[src/hdl/wavhp_pkg.sv]
// ----------------------------------------------------------------------------
// wavhp_pkg
// Shared types and constants for the WAV header parser: chunk ids, the
// controller state encoding and the controller/datapath command and status.
// ----------------------------------------------------------------------------
package wavhp_pkg;

    // Chunk and form ids as little-endian 32-bit words
    localparam logic [31:0] ID_RIFF = 32'h4646_4952;
    localparam logic [31:0] ID_WAVE = 32'h4556_4157;
    localparam logic [31:0] ID_FMT  = 32'h2074_6D66;
    localparam logic [31:0] ID_DATA = 32'h6174_6164;

    // Result payload widths
    localparam int unsigned CHAN_W = 16;
    localparam int unsigned BPS_W  = 13;
    localparam int unsigned WORD_W = 32;
    localparam int unsigned BITS_W = 16;
    localparam int unsigned OUT_DATA_W = 128;

    // Controller states, one per header field plus skip, done and check
    typedef enum logic [15:0] {
        ST_RIFF_ID    = 16'h0001,
        ST_RIFF_SIZE  = 16'h0002,
        ST_WAVE       = 16'h0004,
        ST_FMT_ID     = 16'h0008,
        ST_FMT_SIZE   = 16'h0010,
        ST_FORMAT     = 16'h0020,
        ST_CHANNELS   = 16'h0040,
        ST_RATE       = 16'h0080,
        ST_BYTE_RATE  = 16'h0100,
        ST_ALIGN      = 16'h0200,
        ST_BITS       = 16'h0400,
        ST_CHUNK_ID   = 16'h0800,
        ST_CHUNK_SIZE = 16'h1000,
        ST_SKIP       = 16'h2000,
        ST_DONE       = 16'h4000,
        ST_CHECK      = 16'h8000
    } t_state;

    typedef struct packed {
        logic       take;          // byte transaction this cycle
        logic       clear;         // end of file: back to a fresh file
        logic       acc;           // byte belongs to a header field
        logic [1:0] byte_idx;      // byte position inside the field
        logic       field_last;    // byte completes the field
        logic       cap_channels;
        logic       cap_rate;
        logic       cap_byte_rate;
        logic       cap_align;
        logic       cap_bits;
        logic       load_skip;
        logic       dec_skip;
        logic       emit_ok;       // load a valid result
        logic       emit_bad;      // load an invalid result
    } t_dp_cmd;

    typedef struct packed {
        logic id_riff;
        logic id_wave;
        logic id_fmt;
        logic id_data;
        logic val_zero;
        logic skip_last;
        logic fmt_ok;
    } t_dp_status;

    // Index of the last byte of the field read in a state
    function automatic logic [1:0] field_last_idx(input t_state s);
        logic [1:0] r;
        case (s)
            ST_FORMAT, ST_CHANNELS, ST_ALIGN, ST_BITS: r = 2'd1;
            ST_SKIP, ST_DONE, ST_CHECK:                r = 2'd0;
            default:                                   r = 2'd3;
        endcase
        return r;
    endfunction

endpackage

[src/hdl/wav_header_parser.sv]
// ----------------------------------------------------------------------------
// wav_header_parser
// Parses a WAV header from a byte stream and reports format and data chunk.
// ----------------------------------------------------------------------------
// Throughput: one byte per cycle; input holds in the check state after the bits field
//   while the fmt check runs through its multipliers, and outside the done state also
//   while a result waits in the output register and the receiver is not ready.
// Output: the result is registered in the cycle after the byte that completes
//   the data header; an fmt failure is loaded from the check state once the slot is free.
// Reset: synchronous, active low; parser expects a RIFF id, result slot empty.
// ----------------------------------------------------------------------------
module wav_header_parser (
    input  logic         i_clk,
    input  logic         i_rst_n,
    input  logic         s_axis_tvalid,
    output logic         s_axis_tready,
    input  logic [7:0]   s_axis_tdata,   // [7:0] file_byte
    input  logic         s_axis_tlast,   // end_of_file
    output logic         m_axis_tvalid,
    input  logic         m_axis_tready,
    output logic [127:0] m_axis_tdata,   // [15:0] channel_count, [28:16] bytes_per_sample,
                                         // [60:29] sample_rate, [92:61] data_offset,
                                         // [124:93] data_size, [127:125] zero
    output logic         m_axis_tuser    // status
);
    import wavhp_pkg::*;

    t_dp_cmd    cmd;
    t_dp_status status;

    logic [15:0] channel_count;
    logic [12:0] bytes_per_sample;
    logic [31:0] sample_rate;
    logic [31:0] data_offset;
    logic [31:0] data_size;

    wavhp_ctrl u_ctrl (
        .i_clk       (i_clk),
        .i_rst_n     (i_rst_n),
        .i_in_valid  (s_axis_tvalid),
        .i_in_last   (s_axis_tlast),
        .o_in_ready  (s_axis_tready),
        .o_out_valid (m_axis_tvalid),
        .i_out_ready (m_axis_tready),
        .i_status    (status),
        .o_cmd       (cmd)
    );

    wavhp_dpath u_dpath (
        .i_clk              (i_clk),
        .i_rst_n            (i_rst_n),
        .i_byte             (s_axis_tdata),
        .i_cmd              (cmd),
        .o_status           (status),
        .o_out_status       (m_axis_tuser),
        .o_channel_count    (channel_count),
        .o_bytes_per_sample (bytes_per_sample),
        .o_sample_rate      (sample_rate),
        .o_data_offset      (data_offset),
        .o_data_size        (data_size)
    );

    // Pack the result fields, lowest first
    assign m_axis_tdata = {3'd0, data_size, data_offset, sample_rate,
                           bytes_per_sample, channel_count};

    // Never load a valid and an invalid result together
    a_one_emit: assert property (@(posedge i_clk) disable iff (!i_rst_n)
        !(cmd.emit_ok && cmd.emit_bad))
        else $error("valid and invalid result loaded together");

    // Load a result only into a free or draining slot
    a_slot_free: assert property (@(posedge i_clk) disable iff (!i_rst_n)
        (cmd.emit_ok || cmd.emit_bad) |-> (!m_axis_tvalid || m_axis_tready))
        else $error("result overwrote a pending result");

    // A loaded result is offered in the next cycle
    a_emit_shows: assert property (@(posedge i_clk) disable iff (!i_rst_n)
        (cmd.emit_ok || cmd.emit_bad) |=> m_axis_tvalid)
        else $error("loaded result not offered");

    // A valid result only on a byte transaction
    a_ok_on_take: assert property (@(posedge i_clk) disable iff (!i_rst_n)
        cmd.emit_ok |-> (s_axis_tvalid && s_axis_tready))
        else $error("valid result without a byte transaction");

endmodule

[src/hdl/wavhp_dpath.sv]
// ----------------------------------------------------------------------------
// wavhp_dpath
// Datapath of the WAV header parser: field accumulator, byte counter, skip
// counter, held fmt fields, the fmt consistency check and the result register.
// ----------------------------------------------------------------------------
module wavhp_dpath (
    input  logic                   i_clk,
    input  logic                   i_rst_n,
    input  logic [7:0]             i_byte,
    input  wavhp_pkg::t_dp_cmd     i_cmd,
    output wavhp_pkg::t_dp_status  o_status,
    output logic                   o_out_status,
    output logic [15:0]            o_channel_count,
    output logic [12:0]            o_bytes_per_sample,
    output logic [31:0]            o_sample_rate,
    output logic [31:0]            o_data_offset,
    output logic [31:0]            o_data_size
);
    import wavhp_pkg::*;

    logic [WORD_W-1:0] r_shift;
    logic [WORD_W-1:0] r_count;
    logic [WORD_W-1:0] r_skip;
    logic [CHAN_W-1:0] r_channels;
    logic [WORD_W-1:0] r_rate;
    logic [WORD_W-1:0] r_byte_rate;
    logic [BITS_W-1:0] r_align;
    logic [BITS_W-1:0] r_bits;
    logic [WORD_W-1:0] r_rate_chan;

    logic [WORD_W-1:0] field_val;
    logic [WORD_W-1:0] n_count;
    logic [WORD_W-1:0] rate_prod;
    logic [WORD_W-1:0] align_prod;

    // Merge the incoming byte into the little-endian field word
    assign field_val = r_shift | ({24'd0, i_byte} << {i_cmd.byte_idx, 3'b000});
    assign n_count   = (r_count == '1) ? r_count : r_count + 32'd1;

    // Products for the fmt check; rate times channels is kept ready ahead
    assign rate_prod  = WORD_W'(48'(r_rate_chan) * 48'(r_bits));
    assign align_prod = WORD_W'(r_channels) * WORD_W'(r_bits);

    assign o_status.id_riff   = (field_val == ID_RIFF);
    assign o_status.id_wave   = (field_val == ID_WAVE);
    assign o_status.id_fmt    = (field_val == ID_FMT);
    assign o_status.id_data   = (field_val == ID_DATA);
    assign o_status.val_zero  = (field_val == '0);
    assign o_status.skip_last = (r_skip == 32'd1);
    assign o_status.fmt_ok    = (r_byte_rate == {3'd0, rate_prod[WORD_W-1:3]})
                             && ({16'd0, r_align} == {3'd0, align_prod[WORD_W-1:3]});

    // Field accumulator and byte counter
    always_ff @(posedge i_clk) begin
        if (!i_rst_n || i_cmd.clear) begin
            r_shift <= '0;
            r_count <= '0;
        end else begin
            if (i_cmd.take) begin
                r_count <= n_count;
            end
            if (i_cmd.acc) begin
                r_shift <= i_cmd.field_last ? '0 : field_val;
            end
        end
    end

    // Held fields, skip counter and the rate-times-channels product
    always_ff @(posedge i_clk) begin
        if (i_cmd.cap_channels) begin
            r_channels <= field_val[CHAN_W-1:0];
        end
        if (i_cmd.cap_rate) begin
            r_rate <= field_val;
        end
        if (i_cmd.cap_byte_rate) begin
            r_byte_rate <= field_val;
        end
        if (i_cmd.cap_align) begin
            r_align <= field_val[BITS_W-1:0];
        end
        if (i_cmd.cap_bits) begin
            r_bits <= field_val[BITS_W-1:0];
        end
        if (i_cmd.load_skip) begin
            r_skip <= field_val;
        end else if (i_cmd.dec_skip) begin
            r_skip <= r_skip - 32'd1;
        end
        r_rate_chan <= WORD_W'(48'(r_rate) * 48'(r_channels));
    end

    // Result register; an invalid result carries zeros
    always_ff @(posedge i_clk) begin
        if (i_cmd.emit_ok) begin
            o_out_status       <= 1'b0;
            o_channel_count    <= r_channels;
            o_bytes_per_sample <= r_bits[BITS_W-1:3];
            o_sample_rate      <= r_rate;
            o_data_offset      <= n_count;
            o_data_size        <= field_val;
        end else if (i_cmd.emit_bad) begin
            o_out_status       <= 1'b1;
            o_channel_count    <= '0;
            o_bytes_per_sample <= '0;
            o_sample_rate      <= '0;
            o_data_offset      <= '0;
            o_data_size        <= '0;
        end
    end

endmodule

[src/hdl/wavhp_ctrl.sv]
// ----------------------------------------------------------------------------
// wavhp_ctrl
// Controller of the WAV header parser: walks the header fields, tracks the
// header checks, drives the datapath and owns both stream handshakes.
// ----------------------------------------------------------------------------
module wavhp_ctrl (
    input  logic                   i_clk,
    input  logic                   i_rst_n,
    input  logic                   i_in_valid,
    input  logic                   i_in_last,
    output logic                   o_in_ready,
    output logic                   o_out_valid,
    input  logic                   i_out_ready,
    input  wavhp_pkg::t_dp_status  i_status,
    output wavhp_pkg::t_dp_cmd     o_cmd
);
    import wavhp_pkg::*;

    t_state     r_state,    n_state;
    logic [1:0] r_idx,      n_idx;
    logic       r_bad,      n_bad;
    logic       r_is_data,  n_is_data;
    logic       r_eof_pend, n_eof_pend;
    logic       r_out_valid;

    logic out_free;
    logic in_fire;
    logic last;

    // Accept bytes unless checking, or unless a result may be due while full
    assign out_free    = !r_out_valid || i_out_ready;
    assign o_in_ready  = (r_state != ST_CHECK) && (out_free || r_state == ST_DONE);
    assign in_fire     = i_in_valid && o_in_ready;
    assign last        = (r_idx == field_last_idx(r_state));
    assign o_out_valid = r_out_valid;

    // Next state and datapath commands
    always_comb begin
        n_state    = r_state;
        n_idx      = r_idx;
        n_bad      = r_bad;
        n_is_data  = r_is_data;
        n_eof_pend = r_eof_pend;
        o_cmd          = '0;
        o_cmd.take     = in_fire;
        o_cmd.byte_idx = r_idx;

        if (r_state == ST_CHECK) begin
            if (out_free) begin
                if (r_eof_pend || r_bad || !i_status.fmt_ok) begin
                    o_cmd.emit_bad = 1'b1;
                end
                if (r_eof_pend) begin
                    o_cmd.clear = 1'b1;
                    n_state     = ST_RIFF_ID;
                    n_idx       = '0;
                    n_bad       = 1'b0;
                    n_is_data   = 1'b0;
                    n_eof_pend  = 1'b0;
                end else if (r_bad || !i_status.fmt_ok) begin
                    n_state = ST_DONE;
                end else begin
                    n_state = ST_CHUNK_ID;
                end
            end
        end else if (in_fire) begin
            if (r_state == ST_SKIP) begin
                o_cmd.dec_skip = 1'b1;
                if (i_status.skip_last) begin
                    n_state = ST_CHUNK_ID;
                end
            end else if (r_state != ST_DONE) begin
                o_cmd.acc        = 1'b1;
                o_cmd.field_last = last;
                if (!last) begin
                    n_idx = r_idx + 2'd1;
                end else begin
                    n_idx = '0;
                    case (r_state)
                        ST_RIFF_ID: begin
                            n_bad   = r_bad | !i_status.id_riff;
                            n_state = ST_RIFF_SIZE;
                        end
                        ST_RIFF_SIZE: n_state = ST_WAVE;
                        ST_WAVE: begin
                            n_bad   = r_bad | !i_status.id_wave;
                            n_state = ST_FMT_ID;
                        end
                        ST_FMT_ID: begin
                            n_bad   = r_bad | !i_status.id_fmt;
                            n_state = ST_FMT_SIZE;
                        end
                        ST_FMT_SIZE: n_state = ST_FORMAT;
                        ST_FORMAT:   n_state = ST_CHANNELS;
                        ST_CHANNELS: begin
                            o_cmd.cap_channels = 1'b1;
                            n_state            = ST_RATE;
                        end
                        ST_RATE: begin
                            o_cmd.cap_rate = 1'b1;
                            n_state        = ST_BYTE_RATE;
                        end
                        ST_BYTE_RATE: begin
                            o_cmd.cap_byte_rate = 1'b1;
                            n_state             = ST_ALIGN;
                        end
                        ST_ALIGN: begin
                            o_cmd.cap_align = 1'b1;
                            n_state         = ST_BITS;
                        end
                        ST_BITS: begin
                            o_cmd.cap_bits = 1'b1;
                            n_eof_pend     = i_in_last;
                            n_state        = ST_CHECK;
                        end
                        ST_CHUNK_ID: begin
                            n_is_data = i_status.id_data;
                            n_state   = ST_CHUNK_SIZE;
                        end
                        ST_CHUNK_SIZE: begin
                            if (r_is_data) begin
                                o_cmd.emit_ok = 1'b1;
                                n_state       = ST_DONE;
                            end else if (i_status.val_zero) begin
                                n_state = ST_CHUNK_ID;
                            end else begin
                                o_cmd.load_skip = 1'b1;
                                n_state         = ST_SKIP;
                            end
                        end
                        default: n_state = ST_DONE;
                    endcase
                end
            end

            // End of file: report a truncated header unless the parse is done, then start over
            if (i_in_last && n_state != ST_CHECK) begin
                if (n_state != ST_DONE) begin
                    o_cmd.emit_bad = 1'b1;
                end
                o_cmd.clear = 1'b1;
                n_state     = ST_RIFF_ID;
                n_idx       = '0;
                n_bad       = 1'b0;
                n_is_data   = 1'b0;
                n_eof_pend  = 1'b0;
            end
        end
    end

    // State registers
    always_ff @(posedge i_clk) begin
        if (!i_rst_n) begin
            r_state     <= ST_RIFF_ID;
            r_idx       <= '0;
            r_bad       <= 1'b0;
            r_is_data   <= 1'b0;
            r_eof_pend  <= 1'b0;
            r_out_valid <= 1'b0;
        end else begin
            r_state     <= n_state;
            r_idx       <= n_idx;
            r_bad       <= n_bad;
            r_is_data   <= n_is_data;
            r_eof_pend  <= n_eof_pend;
            r_out_valid <= (r_out_valid && !i_out_ready) || o_cmd.emit_ok || o_cmd.emit_bad;
        end
    end

endmodule

[config.mk]
export PLATFORM = sky130hd
export DESIGN_NAME = wav_header_parser
export DESIGN_NICKNAME = d
export VERILOG_FILES = /design/src/hdl/wavhp_pkg.sv /design/src/hdl/wav_header_parser.sv /design/src/hdl/wavhp_dpath.sv /design/src/hdl/wavhp_ctrl.sv
export SDC_FILE = /design/constraint.sdc
export NUM_CORES = 2
export LEC_CHECK = 0
export BUFFER_PORTS_ARGS = -buffer_cell sky130_fd_sc_hd__buf_2
export CAP_MARGIN = 20
export CORE_MARGIN = 10
export CORE_UTILIZATION = 60
export CTS_BUF_LIST = sky130_fd_sc_hd__clkbuf_16
export DETAILED_ROUTE_END_ITERATION = 10
export PLACE_DENSITY = 0.84
export SLEW_MARGIN = 10
export SYNTH_ARGS = -nofsm -noshare
export SYNTH_HDL_FRONTEND = slang
export SYNTH_SLANG_ARGS = --single-unit
[constraint.sdc]
create_clock -name i_clk -period 25.7 [get_ports i_clk]
set_clock_uncertainty 0.1 [all_clocks]
set_input_delay 1.285 -clock i_clk [delete_from_list [all_inputs] [get_ports i_clk]]
set_output_delay 1.285 -clock i_clk [all_outputs]
set_load 0.01 [all_outputs]
==> impl_metrics.csv <==
group,metric,value,unit
synth,post-synth-top-count-cell,"inv_1",
die,die_x,301,µm
worst_setup_path,crit_slowest_cell,"edfxtp_1",
timing,rsz0062_at_grt,"false",
synth,ys.flop_type,"edfxtp_1",
synth,synthDominantCellAreaShare,33.8,%
clock_tree,post_cts_resized,0,
worst_setup_path,path_class,"reg2reg",
synth,synth_area,47500,µm²
placement,io_buffers,140,
grt,grt-ovfl-total,0,
worst_setup_path,path_common_cell,"fa_1",
synth,synth_cells,5006,
worst_setup_path,critPathCaptureType,"flop",
grt,grt_pass1_vias,38600,
finish,final_cell_count_no_fill,6074,
power_and_ir_drop,seq_power_share,47.7,%
route,via_per_inst,5.96,
grt,grt_use_total,30.4,%
die,core-area,78700,µm²
power_and_ir_drop,swShare,24.1,%
timing,setup_viol,0,
synth,synth_area_leaders,"fa_1 34%, edfxtp_1 17%, and2_1 7.2%",
clock_tree,insertion_delay,0.62,ns
timing,clock.fmax,0.0993,GHz
route,drt-total-wl,136000,µm
power_and_ir_drop,p_clk_share,48.2,%
synth,syn_avg_cell_area,9.49,µm²
clock_tree,clk_path_buf_depth,3,
timing,holdWs,0.380,ns
clock_tree,clk_pin_slew,0.06,ns
synth,synth_top_area_cell,"fa_1",
route,vias,36200,
clock_tree,cts_tree,"built",
die,dieArea,90900,µm²
placement,gp_congestion,1.03,
timing,finalHoldViolCount,0,
power_and_ir_drop,leakage,22.2,nW
timing,worstMarginPinSlew,1.11,ns
die,die_h,301,µm
power_and_ir_drop,combinationalPowerShare,4.1,%
finish,final_area,50600,µm²
synth,yosys-top-cells-count,"806 x inv_1, 802 x fa_1, 706 x nand2_1, 545 x and2_1, 269 x edfxtp_1",
worst_setup_path,worstPathArrival,10.22,ns
worst_setup_path,crit_path_start_kind,"flop",
timing,max_slew_margin,25.9,%
clock_tree,postCtsSetupBuffers,0,
route,drt_iter0_markers,3371,
clock_tree,clockRootBuffer,"clkbuf_16",
clock_tree,cts.hold.buffers_added,0,
power_and_ir_drop,p_int,1.08,mW
clock_tree,htree_levels,2,
job,maxCapViolCount,0,
timing,tns,0,ns
die,start_util,60.4,%
synth,async_flop_share,0,%
timing,maxSlewViolCount,0,
route,drt_first_pass_iters,6,
timing,period_minus_slack,10.07,ns
run_status,outcome,"complete, no violations",
route,wire_per_inst,22.4,µm
clock_tree,cts.sink_count,388,
route,postRouteAntennaNets,0,
worst_setup_path,cp_slowest_stage_delay,0.72,ns
finish,syn_to_final_growth,6.37,%
synth,netlist-cell-type-count,88,
power_and_ir_drop,max-vdd-ir-drop,0.0479,mV
clock_tree,numCtsBuffers,46,
grt,antenna_found_initial,4,
grt,grt_max_degree,68,
worst_setup_path,worstPathRequired,25.84,ns
finish,layout-drive-gt1-share,6.23,%
synth,synth_edf_count,269,
route,post-route-drc-count,0,
worst_setup_path,path_cells,"buf_4, nand2_1, fa_1, fa_1, fa_1, fa_1, fa_1, fa_1, inv_1, ha_1, a21oi_1, o21ai_0, a2111oi_0, nor2_1, nor3_1, a21oi_1, nor4_1, o2111ai_1, or4_4, nor4_2, nor3_1, or2_4, buf_4",
grt,grt_pass1_wl,215000,µm
worst_setup_path,cp_max_fo,67,
synth,synth_warnings,0,
placement,dp_hpwl,101000,µm
synth,synth-seq-area-share,22.0,%
die,rows,103,
power_and_ir_drop,switchingPower,0.343,mW
synth,ys_seq_elements,388,
power_and_ir_drop,power_density,28.1,nW/µm²
placement,dpl_cell_area,49000,µm²
placement,dp.cells,5984,
die,io_pins,144,
timing,finalCritPeriodShare,39.2,%
finish,nNetsFinal,6032,
min_path,holdCritPathClass,"reg2reg",
## routing by layer
layer	up-vias	part of all wire [%]	track usage (%)	routed length, µm
li1	15500	-	-	-
met1	18100	36	37.9	49500
met2	2065	47	49.1	64300
met3	513	10	7.06	14200
met4	6	5.8	16.2	7900
met5	-	0.029	0	39
## critical path: cells and delay by family (launching register included)
family / cells / cell delay [ns]
AOI/OAI and AO/OA: 5 / 1.58
buffers and inverters: 3 / 1.07
and+or+nand+nor: 8 / 2.69
adders and majority gates: 7 / 3.42
DFF: 1 / 0.72
## layout by cell type (no fill, tap or decap), types with 24 or more instances in the layout
cell type and instances:
dfxtp_1 119, nor2_1 256, ha_1 233, buf_2 141, a21oi_1 151, nand4_1 30, fa_1 802, o21ai_0 107
and2_1 545, nor3_1 47, xnor2_1 150, edfxtp_1 269, buf_4 57, clkbuf_16 48, nand2_1 705, inv_1 816
a21o_1 24, nand3_1 44, xor2_1 88
## state kept, by name, summed over array words and instances, names as in the netlist, 2 cells and up
| register | cells |
|---|---|
| u_dpath.o_data_offset | 32 |
| u_dpath.o_data_size | 32 |
| u_dpath.o_sample_rate | 32 |
| u_dpath.r_byte_rate | 32 |
| u_dpath.r_count | 32 |
| u_dpath.r_rate | 32 |
| u_dpath.r_rate_chan | 32 |
| u_dpath.r_shift | 32 |
| u_dpath.r_skip | 32 |
| u_ctrl.r_state | 16 |
| u_dpath.o_channel_count | 16 |
| u_dpath.r_align | 16 |
| u_dpath.r_bits | 16 |
| u_dpath.r_channels | 16 |
| u_dpath.o_bytes_per_sample | 13 |
| u_ctrl.r_idx | 2 |
## cell type report
| class | instances | area (µm²) |
|---|---|---|
| repair buffers | 199 | 1150 |
| clock buffers | 48 | 1200 |
| clock inverters | 37 | 358 |
| well taps | 1050 | 1310 |
| inverters | 806 | 3030 |
| diodes | 3 | 7.51 |
| multi-input cells | 3543 | 33000 |
| fillers | 5969 | 28200 |
| flip-flops and latches | 388 | 10500 |
## power by group through the flow
stage                     Combinational [mW]  Sequential (mW)  Clock [mW]
after floorplan                       0.0280            0.693           0
after global placement                0.0566            0.691           0
after detailed placement              0.0568            0.691           0
after CTS                             0.0571            0.678       0.691
after global routing                  0.0612            0.679       0.712
final                                 0.0585            0.678       0.686
## per-stage QoR
stage	worst slack [ns]	total power, mW	utilization [%]
2_1_floorplan	15.99	0.721	-
3_3_place_gp	15.93	0.748	62.2
3_5_place_dp	15.84	0.748	62.2
4_1_cts	15.77	1.43	64.2
5_1_grt	15.24	1.45	64.2
6_report	15.63	1.42	64.2
## kinds of logic after synthesis
kind of cell,Yosys count,synth area share (%)
buffers and inverters,1077,8.58
xor gates and xnor gates,238,4.39
DFF,388,22.0
muxes,11,0.240
adders and majority gates,1035,39.9
and+or+nand+nor,1793,18.6
AOI/OAI and AO/OA,463,6.23
other,1,0.00789
## final timing paths
path / from / to / slack (ns) / depth (start not counted)
worst max register to register: u_dpath.r_bits[8] / u_dpath.o_sample_rate[2] / 15.63 / 23
worst min register to register: u_dpath.r_shift[25] / u_dpath.r_shift[25] / 0.38 / 2
worst max-delay path: u_dpath.r_bits[8] / u_dpath.o_sample_rate[2] / 15.63 / 23
worst min-delay path: u_dpath.r_shift[25] / u_dpath.r_shift[25] / 0.38 / 2
Note: power is estimated with default switching activity, not from simulation.
